===== src/rtl/vpos_pkg.sv =====
// Shared types, constants and helper functions for the timed vent positioner.
// No dependencies; every other file imports this package.
package vpos_pkg;

  localparam int unsigned PosW = 3;
  localparam int unsigned CountW = 8;
  localparam int unsigned HoldW = 8;

  localparam logic [PosW-1:0] PosFirst = 3'd1;
  localparam logic [PosW-1:0] PosLast = 3'd6;
  localparam logic [PosW-1:0] PosNone = 3'd0;

  localparam logic signed [CountW-1:0] Mark1 = 8'sd0;
  localparam logic signed [CountW-1:0] Mark2 = 8'sd6;
  localparam logic signed [CountW-1:0] Mark3 = 8'sd12;
  localparam logic signed [CountW-1:0] Mark4 = 8'sd25;
  localparam logic signed [CountW-1:0] Mark5 = 8'sd40;
  localparam logic signed [CountW-1:0] Mark6 = 8'sd55;

  localparam logic signed [CountW:0] CountMax = 9'sd127;
  localparam logic signed [CountW:0] CountMin = -9'sd128;

  localparam logic signed [1:0] DriveFwd = 2'sd1;
  localparam logic signed [1:0] DriveRev = -2'sd1;
  localparam logic signed [1:0] DriveStop = 2'sd0;

  localparam logic [HoldW-1:0] HoldReset = 8'd10;

  typedef enum logic {
    CMD_TICK = 1'b0,
    CMD_SET_TARGET = 1'b1
  } cmd_t;

  typedef struct packed {
    logic cmd;
    logic [PosW-1:0] target_value;
  } item_t;

  typedef struct packed {
    logic signed [1:0] motor_drive;
    logic [PosW-1:0] position_now;
    logic signed [CountW-1:0] travel_reading;
    logic count_error;
    logic end_holding;
  } result_t;

  typedef struct packed {
    logic signed [CountW-1:0] travel_count;
    logic signed [1:0] move_dir;
    logic signed [1:0] motor_level;
    logic run_active;
    logic [HoldW-1:0] hold_left;
    logic [PosW-1:0] position_reg;
    logic [PosW-1:0] goal_reg;
  } vpos_state_t;

  function automatic logic [PosW-1:0] mark_position(input logic signed [CountW-1:0] count);
    logic [PosW-1:0] pos;
    unique case (count)
      Mark1: pos = 3'd1;
      Mark2: pos = 3'd2;
      Mark3: pos = 3'd3;
      Mark4: pos = 3'd4;
      Mark5: pos = 3'd5;
      Mark6: pos = 3'd6;
      default: pos = PosNone;
    endcase
    return pos;
  endfunction

  function automatic vpos_state_t evaluate_drive(input vpos_state_t st,
                                                 input logic [HoldW-1:0] hold_ticks);
    vpos_state_t r;
    r = st;
    if (st.goal_reg > st.position_reg) begin
      r.motor_level = DriveFwd;
      r.move_dir = DriveFwd;
      r.run_active = 1'b1;
      r.hold_left = '0;
    end else if (st.goal_reg < st.position_reg) begin
      r.motor_level = DriveRev;
      r.move_dir = DriveRev;
      r.run_active = 1'b1;
      r.hold_left = '0;
    end else begin
      r.move_dir = DriveStop;
      r.run_active = 1'b0;
      if ((st.position_reg == PosFirst || st.position_reg == PosLast) &&
          hold_ticks != '0) begin
        r.hold_left = hold_ticks;
      end else begin
        r.motor_level = DriveStop;
        r.hold_left = '0;
      end
    end
    return r;
  endfunction

endpackage


===== src/rtl/vpos_step.sv =====
// Combinational next-state logic for one tick or set-target transfer.
// Depends on vpos_pkg for the state type, mark table and drive evaluation.
module vpos_step
  import vpos_pkg::*;
(
  input  vpos_state_t      state_cur,
  input  item_t            item,
  input  logic [HoldW-1:0] hold_ticks,
  output vpos_state_t      state_next
);

  vpos_state_t st_hold;
  vpos_state_t st_move;
  vpos_state_t st_set;
  logic signed [CountW:0] sum;
  logic signed [CountW-1:0] count_sat;
  logic [PosW-1:0] mark;
  logic [PosW-1:0] goal_clamped;

  always_comb begin
    st_hold = state_cur;
    if (state_cur.hold_left != '0) begin
      st_hold.hold_left = state_cur.hold_left - 1'b1;
      if (st_hold.hold_left == '0) begin
        st_hold.motor_level = DriveStop;
        st_hold.move_dir = DriveStop;
      end
    end
  end

  always_comb begin
    sum = {st_hold.travel_count[CountW-1], st_hold.travel_count} +
          {{(CountW-1){st_hold.move_dir[1]}}, st_hold.move_dir};
    priority if (sum > CountMax) begin
      count_sat = CountMax[CountW-1:0];
    end else if (sum < CountMin) begin
      count_sat = CountMin[CountW-1:0];
    end else begin
      count_sat = sum[CountW-1:0];
    end
    mark = mark_position(count_sat);
  end

  always_comb begin
    st_move = st_hold;
    if (st_hold.run_active) begin
      st_move.travel_count = count_sat;
      if (mark != PosNone) begin
        st_move.position_reg = mark;
        st_move = evaluate_drive(st_move, hold_ticks);
      end
    end
  end

  always_comb begin
    priority if (item.target_value == '0) begin
      goal_clamped = PosFirst;
    end else if (item.target_value > PosLast) begin
      goal_clamped = PosLast;
    end else begin
      goal_clamped = item.target_value;
    end
    st_set = state_cur;
    st_set.goal_reg = goal_clamped;
    st_set = evaluate_drive(st_set, hold_ticks);
  end

  assign state_next = (item.cmd == CMD_SET_TARGET) ? st_set : st_move;

endmodule


===== src/rtl/timed_vent_positioner.sv =====
// Top level of the timed vent positioner: state registers, result register, handshakes.
// Depends on vpos_pkg and vpos_step.
//
//   Channel  Signals                              Direction
//   item     item_valid, item_ready, item         in
//   result   result_valid, result_ready, result   out
//   config   cfg_wr_en, cfg_wr_data               in
//
// Each transfer writes the state and result registers; its result is valid in the next cycle.
// One item is taken every cycle while the result register is empty or being drained.
// A stalled result holds in the result register and blocks new items until it is taken.
// Synchronous reset restores the default state and hold time and empties the result register.
module timed_vent_positioner
  import vpos_pkg::*;
(
  input  logic             clk,
  input  logic             rst,
  input  logic             item_valid,
  output logic             item_ready,
  input  item_t            item,
  output logic             result_valid,
  input  logic             result_ready,
  output result_t          result,
  input  logic             cfg_wr_en,
  input  logic [HoldW-1:0] cfg_wr_data
);

  vpos_state_t state;
  vpos_state_t state_next;
  logic [HoldW-1:0] end_hold_ticks;
  logic accept;

  assign item_ready = !result_valid || result_ready;
  assign accept = item_valid && item_ready;

  vpos_step u_step (
    .state_cur  (state),
    .item       (item),
    .hold_ticks (end_hold_ticks),
    .state_next (state_next)
  );

  always_ff @(posedge clk) begin
    if (rst) begin
      end_hold_ticks <= HoldReset;
      state.travel_count <= '0;
      state.move_dir <= DriveStop;
      state.motor_level <= DriveStop;
      state.run_active <= 1'b0;
      state.hold_left <= '0;
      state.position_reg <= PosFirst;
      state.goal_reg <= PosFirst;
      result_valid <= 1'b0;
    end else begin
      if (cfg_wr_en) begin
        end_hold_ticks <= cfg_wr_data;
      end
      if (accept) begin
        state <= state_next;
        result_valid <= 1'b1;
      end else if (result_ready) begin
        result_valid <= 1'b0;
      end
    end
  end

  always_ff @(posedge clk) begin
    if (accept) begin
      result.motor_drive <= state_next.motor_level;
      result.position_now <= state_next.position_reg;
      result.travel_reading <= state_next.travel_count;
      result.count_error <= state_next.travel_count[CountW-1];
      result.end_holding <= (state_next.hold_left != '0);
    end
  end

  a_accept_gives_result: assert property (@(posedge clk) disable iff (rst)
    accept |=> result_valid)
    else $error("Accepted transfer did not produce a result.");

  a_hold_not_moving: assert property (@(posedge clk) disable iff (rst)
    (state.hold_left != '0) |-> !state.run_active)
    else $error("End hold is active while a move runs.");

  a_position_range: assert property (@(posedge clk) disable iff (rst)
    (state.position_reg != PosNone) && (state.position_reg != 3'd7) &&
    (state.goal_reg != PosNone) && (state.goal_reg != 3'd7))
    else $error("Position or goal left the range one to six.");

  a_error_matches_sign: assert property (@(posedge clk) disable iff (rst)
    result_valid |-> (result.count_error == result.travel_reading[CountW-1]))
    else $error("Count error flag disagrees with the travel count sign.");

endmodule

===== config.mk =====
export PLATFORM = sky130hd
export DESIGN_NAME = timed_vent_positioner
export DESIGN_NICKNAME = d
export VERILOG_FILES = /design/src/rtl/vpos_pkg.sv /design/src/rtl/vpos_step.sv /design/src/rtl/timed_vent_positioner.sv
export SDC_FILE = /design/constraint.sdc
export NUM_CORES = 1
export LEC_CHECK = 0
export BUFFER_PORTS_ARGS = -buffer_cell sky130_fd_sc_hd__buf_4
export CORE_ASPECT_RATIO = 0.7
export CORE_MARGIN = 2
export CORE_UTILIZATION = 59
export DETAILED_ROUTE_END_ITERATION = 16
export GPL_ROUTABILITY_DRIVEN = 0
export PLACE_DENSITY = 0.8
export SYNTH_ARGS = -nofsm -noshare
export SYNTH_HDL_FRONTEND = slang
export SYNTH_SLANG_ARGS = --single-unit

===== constraint.sdc =====
create_clock -name clk -period 6.83 [get_ports clk]
set_clock_uncertainty 0.1 [all_clocks]
set_input_delay 1.7075 -clock clk [delete_from_list [all_inputs] [get_ports clk]]
set_output_delay 1.7075 -clock clk [all_outputs]
set_load 0.01 [all_outputs]

Word level (Yosys, flattened, before mapping) --
Index checks and enable logic that the tools add are counted. Widths: inputs -> output; s select.
Storage, ports and cells: bits in registers 51, input port bits 17, word-level logic and storage cells 69
Operators by class: $add $sub $neg 2, $lt $le $gt $ge 7, eq/ne operators 9, muxes and demuxes 21, reductions and logical operators 16
Operators with widths (number):
- $mux 27 | 2
- $mux 13 | 4
- $mux 8 | 5
- $reduce_bool 8->1 | 3
- $mux 19 | 1
- $pmux 3 s6 | 1
- $eq 8x6->1 const B | 2
- $logic_not 8->1 | 2
- $add 8x2->9 | 1
- $gt 9x8->1 const B | 1
- $lt 9x8->1 const B | 1
- $eq 8x3->1 const B | 1
- $eq 8x4->1 const B | 1
- $eq 8x5->1 const B | 1
- $mux 4 | 2
- $sub 8x1->8 const B | 1
- $eq 3x1->1 const B | 2
- $eq 3x3->1 const B | 2
- $gt 3x3->1 | 2
- $lt 3x3->1 | 2
- $mux 3 | 2
- $mux 2 | 2
- $gt 3x3->1 const B | 1
- $logic_and 1x1->1 | 3
- other kinds (7) | 10

Depth between registers and ports, before layout --
Gate-level depths: netlist of run 1.
word-level depth 20, depth in mapped cells 28, depth with buffers taken out 27

By module --
Synthesis of run 1 repeated with hierarchy kept, for this count alone.
Second synthesis, totals: cells, all modules 401, area, all modules 3579.7 µm²
By module, submodules not included:
- timed_vent_positioner | instances 1, cells each 173, area each 2047.0 µm², seq. area each 1141.1 µm²
- vpos_step | instances 1, cells each 228, area each 1532.7 µm², seq. area each 0.0 µm²

Worst setup path after synthesis of run 1 --
OpenSTA, ideal clock, no wires.
kind register to register, start register state[6] in the netlist's numbering, end register result[0] in the netlist's numbering (data pin), setup time 0.272 ns, data arrival time 5.284 ns, data required time 6.458 ns, slack 1.174 ns, cell stages (with the launch flop) 29, buffers on the path 2, period minus slack after synthesis 5.656 ns, cell sequence dfxtp_1 inv_1 ha_1 nor3b_1 nand2_1 xnor2_1 nor4_1 nand4_1 nand2_1 inv_1 ha_1 buf_2 nand4_1 a211o_1 o211a_1 buf_6 or4_4 and2b_2 a31oi_1 ha_1 nor2b_1 o21ai_0 nand2_1 nand2_1 nor2_1 a32o_2 o2bb2ai_1 a221oi_1 nand4_1
On the way: longest elaborated chain between the ends 20, elaborated cells on any way between the ends 32
RTL lines:
- from (decl) | line timed_vent_positioner.sv:28 | vpos_state_t state;
- from (signal assigned) | line timed_vent_positioner.sv:59 | state <= state_next;
- $sub 8x1->8 | line vpos_step.sv:23 | st_hold.hold_left = state_cur.hold_left - 1'b1;
- $logic_not 8->1 | line vpos_step.sv:24 | if (st_hold.hold_left == '0) begin
- $mux 4 | line vpos_step.sv:24
- $mux 4 | line vpos_step.sv:22 | if (state_cur.hold_left != '0) begin
- $add 8x2->9 | line vpos_step.sv:32 | sum = {st_hold.travel_count[CountW-1], st_hold.travel_count} +
- $lt 9x8->1 | line vpos_step.sv:36 | end else if (sum < CountMin) begin
- $mux 8 | line vpos_step.sv:36
- $mux 8 | line vpos_step.sv:34 | priority if (sum > CountMax) begin
- (+4 left out)
- $logic_and 1x1->1 | line vpos_pkg.sv:88 | if ((st.position_reg == PosFirst || st.position_reg == PosLast) &&
- $mux 8 | line vpos_pkg.sv:88
- $mux 13 | line vpos_pkg.sv:80 | end else if (st.goal_reg < st.position_reg) begin
- $mux 13 | line vpos_pkg.sv:75 | if (st.goal_reg > st.position_reg) begin
- $mux 19 | line vpos_step.sv:48 | if (mark != PosNone) begin
- $mux 27 * | line vpos_step.sv:46 | if (st_hold.run_active) begin
- $mux 27 * | line vpos_step.sv:68 | assign state_next = (item.cmd == CMD_SET_TARGET) ? st_set : st_move;
- $reduce_bool 8->1 * | line timed_vent_positioner.sv:73 | result.end_holding <= (state_next.hold_left != '0);
- to (decl) | line timed_vent_positioner.sv:23 | output result_t result,
Every way passes the cells marked *; elsewhere a longest branch is shown, timed or not. The select of a mux whose other input is x is not followed. A chain may end at the register's enable or synchronous reset.

Worst setup path in the final report of run 1 --
Same ends and word-level chain as after synthesis.

==> results of run 1 <==
-- kinds of logic (layout without fill, tap and decap cells) --
logic type	after synthesis	count (layout)	share of synthesized area [%]
AO/OA/AOI/OAI	113	113	25.9
buffers and inverters	41	62	5.17
adder cells (fa/ha/maj)	19	19	7.30
flip-flops	50	50	34.7
multiplexers	8	8	2.47
XOR/XNOR	9	9	2.40
AND/OR/NAND/NOR	149	149	22.1
-- metrics by stage --
step	std cells	area, um^2	worst slack (ps)	total power (uW)
6_report	482	3670	478	744
5_1_grt	482	3670	-30.0	784
4_1_cts	482	3650	421	741
3_5_place_dp	474	3540	481	537
3_3_place_gp	474	3540	789	534
2_1_floorplan	389	3290	1170	488
-- layout by cell type, fill, tap and decap left out, types with 3 or more instances in the layout --
master    Yosys  final
a21o_1        3      3
o32ai_1       3      3
ha_1         16     14
nand2b_1      7      7
inv_1        19     19
or3_1         3      3
nand2_1      51     51
o22ai_1       3      3
clkbuf_8      0      5
o211ai_1      5      5
nor3_1        8      8
edfxtp_1     14     14
a221oi_1      3      3
nand3_1       9      9
buf_4         1     34
o41a_1        3      3
nor4_1        4      3
nor2_1       35     35
mux2i_1       7      7
nor2b_1       6      6
o21a_1        5      5
xnor2_1       7      7
nand4_1       4      4
a211oi_1      4      4
dfxtp_1      36     36
a22oi_1       3      3
o21ai_0      13     13
and3_1        5      5
o31ai_1       4      4
a211o_1       4      4
a21oi_1      31     30
-- how the worst max path moves through the flow --
stage,from,to,depth (start not counted)
5_1_grt,state[6],result[0],26
3_3_place_gp,state[6],result[0],26
6_report,state[6],result[0],26
2_1_floorplan,state[6],result[0],28
4_1_cts,state[6],result[0],26
3_5_place_dp,state[6],result[0],26
-- power by group through the flow --
stage	clock (uW)	sequential, uW	combinational [uW]
floorplan	0	342	146
global placement	0	342	192
detailed placement	0	343	194
CTS	210	336	195
global route	223	338	223
finish	206	337	201
-- cell usage after synthesis, drive strengths merged, types with 2 or more instances --
library cell,count
a32oi,2
buf,7
nor2b,7
inv,19
nor4,4
xor2,2
o22ai,4
o21ai,13
and2,3
a21o,5
clkbuf,14
a31oi,2
o31ai,5
o41a,3
o32ai,3
o211a,2
and2b,2
a311oi,2
xnor2,7
a21oi,32
nand3,9
ha,16
a211o,4
a221oi,3
o21a,5
edfxtp,14
nand2b,7
or3,3
maj3,2
or2,3
nor2,35
o211ai,5
mux2i,7
and3,5
nand2,51
nor3,9
a211oi,5
nand4,4
dfxtp,36
a21boi,2
a22oi,4
-- worst reg2reg max path, cell delays in order (launching register included) --
cell and delay [ps]:
dfxtp_1 370, inv_1 100, ha_1 200, nor3b_2 300, nand2_1 110, xnor2_1 160, nor4_2 310, nand4_1 250
nand2_1 210, inv_1 160, ha_1 470, nand4_1 160, a211o_1 310, o211a_1 220, or4_4 560, and2b_2 230
a31oi_1 110, ha_1 310, nor2b_1 130, o21ai_0 200, nand2_1 80, nand2_1 110, nor2_1 90, a32o_2 380
o2bb2ai_1 140, a221oi_1 200, nand4_1 120
-- layout make-up --
cell class              count  area share [%]
clock buffers               6            1.98
clock inverters             2            1.06
inverters                  20            2.04
multi-input cells         298            54.4
flip-flops and latches     50            31.1
well taps                  72            2.45
repair buffers             34            6.95
-- metal layers --
metal,up-vias,wire (um),track usage [%]
met5,-,0,0
met2,113,3050,36.6
li1,1458,-,-
met1,1384,3890,40.9
met4,0,59,3.49
met3,11,555,6.11
-- what timing repair did --
action,4_1_cts,5_1_grt
hold endpoints to repair,0,0
endpoints found under the setup margin,0,3
buffers inserted,0,0
resized for setup,0,5
-- flip-flops by register name, summed over array words and instances (netlist names) --
signal,count
result,14
end_hold_ticks,8
state,27
result_valid,1
==> results by group, run 1 <==
Run status
  – Outcome: completed

Timing
  – Relative slew margins: 47.8%
  – Max-slew violations: 0
  – Worst slew pin tran: 783 ps
  – Maximum clock frequency: 0.157 GHz
  – Final Hold Fails: 0
  – TNS Setup: 0 ps
  – Crit path time final: 6350 ps
  – Final setup violation count: 0
  – Post-route clock period utilization: 93.0%
  – Hold Worst Slack: 358 ps

Floorplan
  – Die area: 6200 um^2
  – Die height: 66.5 um
  – Die W: 93.2 um
  – Placeable core area: 5310 um^2
  – Row cnt: 22
  – I/O pin count: 34
  – Initial Utilization: 61.9%

Clocking
  – CTS sink cnt: 50
  – Hold Buf Count CTS: 0
  – Max clock buf depth: 2
  – Clock-pin slew on the worst setup and hold paths: 90 ps
  – H-tree Lvls: 2
  – CTS Root Cell: clkbuf_8
  – CTS tree: done
  – Clk Latency, worst-skew pair: 300 ps
  – CTS Buf Count: 5

Route
  – Via count: 2966
  – Avg WL per Cell: 15.7 um
  – Routed vias/inst: 6.15
  – Drt drc: 0
  – DR iter-0 viols: 217
  – Post-DRT Antenna Nets: 0
  – Pre-antenna DRT Iters: 5
  – Drt total wl: 7560 um

Min path
  – Hold Path Depth: 2
  – Min-delay worst type: register to register
  – Hold Path End: state[17]
  – Worst Hold Launch: state[17]

Worst setup path
  – Worst Setup Path Type: register to register
  – FF-to-FF setup slack: 480 ps
  – Critical path capture point type: register
  – Reg2reg end: result[0]
  – Slowest CP cell: or4_4
  – Worst EP arrival: 6290 ps
  – Most common cell type on the critical path: nand2_1
  – Critical R2R Launch: state[6]
  – CP bufs+invs: 2
  – Critical Path Fanout Max: 10
  – CP startpoint kind: register
  – Worst R2R Path Depth: 26
  – Max incr delay on CP: 560 ps
  – CP top delay family: simple AND/OR/NAND/NOR gates
  – Data required time of the worst path: 6770 ps

Logic synthesis
  – Yosys cell types: 78
  – Post-synth EDFFs: 14
  – Top cells by area, synth: dfxtp_1 22%, edfxtp_1 13%, ha_1 6.1%
  – Yosys warns: 0
  – Post-synth top flop: dfxtp_1
  – Syn_area_per_cell: 8.46 um^2
  – Syn Inst Count: 389
  – Synth top area share: 21.9%
  – Area leader, netlist: dfxtp_1
  – Synth Net Count: 423
  – Ys async rst share: 0%
  – Yosys reg bits: 50
  – Synthesized cell area: 3290 um^2
  – Sequential-to-total area share from yosys stat: 34.7%

Layout
  – # fillers: 413
  – Finished Core Util: 69.1%
  – Antenna Diode Count: 0
  – Area Growth Syn to Fin: 11.6%
  – Layout cells sized above 1: 16.3%
  – Multi-input logic area: 2000 um^2
  – FF+latch area: 1140 um^2
  – Final Net Count: 443

Power and ir drop
  – Seq pwr share: 45.3%
  – Clock power share: 27.7%
  – Switching portion of total power: 30.7%
  – Internal power: 516 uW
  – Leakage: 0.00142 uW
  – Comb pwr share: 27.0%
  – NetSw: 228 uW
  – Power Dens Cells: 203 nW/um^2
  – Max rail drop VDD: 0.131 mV

Placed design
  – Post-DP HPWL: 5720 um
  – IO buf count: 33

Global routing
  – Vias in the first global route: 2639
  – Initial antenna violation count: 0
  – Largest net degree at the start of global routing: 38
  – Total gr overflow: 0
  – Total track usage: 26.0%
  – First-pass GRT wire length: 12700 um

Flow run
  – Max Cap Viol: 0
Power figures use the tool's default switching activity.
==> run 2: changes to the inputs <==
--- a/config.mk
+++ b/config.mk
@@ -6,7 +6,7 @@
 export NUM_CORES = 1
 export LEC_CHECK = 0
 export BUFFER_PORTS_ARGS = -buffer_cell sky130_fd_sc_hd__buf_4
-export CORE_ASPECT_RATIO = 0.7
+export CORE_ASPECT_RATIO = 1.4
 export CORE_MARGIN = 2
 export CORE_UTILIZATION = 59
 export DETAILED_ROUTE_END_ITERATION = 16
==> results by group, run 2 (same netlist as run 1, synthesis figures left out) <==
Run status
  – Outcome: completed

Power and ir drop
  – Internal power: 517 uW (+0.19%)
  – Leakage: 0.00143 uW (+0.60%)
  – Max rail drop VDD: 0.190 mV (+45%)
  – Switching portion of total power: 31.5% (+0.86 points)
  – Comb pwr share: 26.7% (-0.3 points)
  – Clock power share: 28.8% (+1.1 points)
  – Seq pwr share: 44.5% (-0.8 points)
  – Power Dens Cells: 206 nW/um^2 (+1.7%)
  – NetSw: 238 uW (+4.3%)

Worst setup path
  – Data required time of the worst path: 6780 ps (about the same)
  – Worst Setup Path Type: register to register
  – CP startpoint kind: register
  – Critical path capture point type: register
  – Critical Path Fanout Max: 10 (unchanged)
  – Worst R2R Path Depth: 26 (unchanged)
  – Worst EP arrival: 6220 ps (-70 ps)

Clocking
  – Clk Latency, worst-skew pair: 310 ps (about the same)
  – Clock-pin slew on the worst setup and hold paths: 100 ps (about the same)
  – CTS Root Cell: clkbuf_8
  – CTS tree: done
  – H-tree Lvls: 2 (unchanged)
  – CTS sink cnt: 50 (unchanged)
  – CTS Buf Count: 5 (unchanged)
  – Max clock buf depth: 2 (unchanged)

Floorplan
  – Die height: 92.3 um (+39%)
  – Die area: 6200 um^2 (about the same)
  – Die W: 67.1 um (-28%)
  – Initial Utilization: 60.4% (-1.5 points)
  – I/O pin count: 34 (unchanged)
  – Row cnt: 32 (+45%)
  – Placeable core area: 5450 um^2 (+2.5%)

Placed design
  – Placed cell areas: 3530 um^2 (-0.14%)
  – Placed cell count: 470 (-0.84%)
  – Post-DP HPWL: 5780 um (+1.0%)
  – IO buf count: 33 (unchanged)

Layout
  – Antenna Diode Count: 0 (unchanged)
  – Max reg flops: 27 (unchanged)
  – Reg with most FFs: state
  – Fin area: 3660 um^2 (-0.24%)
  – Area Growth Syn to Fin: 11.3%
  – Most common cell after layout, fill and taps aside: nand2_1
  – Fin cells: 478 (-0.83%)
  – Final Net Count: 443 (unchanged)
  – Largest registers: state: 27 flops, result: 14 flops, end_hold_ticks: 8 flops
  – Most frequent cells in the layout: 51 x nand2_1, 36 x dfxtp_1, 35 x nor2_1
  – Layout cells sized above 1: 15.9% (-0.49 points)

Global routing
  – First-pass GRT wire length: 12600 um (-0.98%)
  – Vias in the first global route: 2770 (+5.0%)
  – Initial antenna violation count: 0 (unchanged)
  – Largest net degree at the start of global routing: 38 (unchanged)
  – Total track usage: 26.2% (+0.13 points)
  – Total gr overflow: 0 (unchanged)

Timing
  – Maximum clock frequency: 0.160 GHz (+1.3%)
  – Final setup violation count: 0 (unchanged)
  – Final Hold Fails: 0 (unchanged)
  – RSZ-0062 raised after global routing: no
  – Post-route clock period utilization: 91.8% (-1.2 points)
  – Max-slew violations: 0 (unchanged)
  – TNS Setup: 0 ps (unchanged)
  – Relative slew margins: 44.9% (-2.9 points)
  – Worst slew pin tran: 827 ps (+44.1 ps)
  – Crit path time final: 6270 ps (-82.9 ps)

Route
  – Routed vias/inst: 6.24 (+1.4%)
  – Avg WL per Cell: 16.3 um (+4.0%)
  – Pre-antenna DRT Iters: 6 (+1)
  – Post-DRT Antenna Nets: 0 (unchanged)
  – Drt total wl: 7790 um (+3.1%)
  – DR iter-0 viols: 177 (-18%)
  – Drt drc: 0 (unchanged)
  – Via count: 2982 (+0.54%)

Min path
  – Hold Path Depth: 2 (unchanged)
  – Min-delay worst type: register to register

Flow run
  – Max Cap Viol: 0 (unchanged)
## run 2: cell count changes in the layout (fill, tap and decap cells not counted)
cell	before	now
a21oi_2	1	0
a21oi_1	30	31
ha_2	2	0
clkbuf_1	1	0
ha_1	14	16
inv_6	0	1
## run 2: power groups by stage
| stage | Clock (uW) | Sequential, uW | Combinational [uW] |
|---|---|---|---|
| 2_1_floorplan | 0 | 342 | 146 |
| 3_3_place_gp | 0 | 342 | 192 |
| 3_5_place_dp | 0 | 342 | 196 |
| 4_1_cts | 221 | 335 | 197 |
| 5_1_grt | 232 | 338 | 222 |
| 6_report | 218 | 336 | 202 |
## run 2: final timing paths
| kind | start | to | slack (ps) |
|---|---|---|---|
| worst min register to register | state[17] | state[17] | 360 |
| worst max register to register | state[6] | result[0] | 560 |
| worst min-delay path | state[17] | state[17] | 360 |
| worst max-delay path | state[6] | result[0] | 560 |
## run 2: layer usage
layer | wire length, um | vias to the layer above | GRT usage [%]
met2 | 4100 | 112 | 47.1
met4 | 280 | 0 | 11.4
met5 | 0 | - | 0
met1 | 3070 | 1379 | 29.7
li1 | - | 1465 | -
met3 | 346 | 26 | 3.65
## run 2: per-stage QoR
step / utilization (%) / hold slack (ps) / power [uW] / setup WS, ps
after floorplan: - / 332 / 488 / 1170
after global placement: 64.9 / 340 / 534 / 789
after detailed placement: 64.9 / 346 / 538 / 497
after CTS: 67.0 / 359 / 754 / 411
after global routing: 67.3 / 382 / 791 / 32.4
final: 67.3 / 358 / 755 / 561
## run 2: cell type report
cell class	count	area, um^2
multi-input cells	298	1990
fillers	486	1780
flip-flops and latches	50	1140
repair buffers	34	255
well taps	68	85.1
inverters	20	75.1
clock buffers	5	68.8
clock inverters	3	47.5
## run 2: worst max-delay path, cell delays in order (launching register included)
cell,delay (ps)
dfxtp_1,350
inv_1,90
ha_1,180
nor3b_2,240
nand2_1,110
xnor2_1,180
nor4_2,330
nand4_1,230
nand2_1,200
inv_1,150
ha_1,480
nand4_1,160
a211o_1,310
o211a_1,220
or4_4,560
and2b_2,230
a31oi_1,100
ha_1,300
nor2b_1,130
o21ai_0,190
nand2_1,80
nand2_1,100
nor2_1,90
a32o_2,380
o2bb2ai_1,140
a221oi_1,220
nand4_1,140
## run 2: repair_timing
item / CTS / global route
hold buffers: 0 / 0
resized for setup: 0 / 2
setup endpoints to repair: 0 / 4
setup buffers: 0 / 0
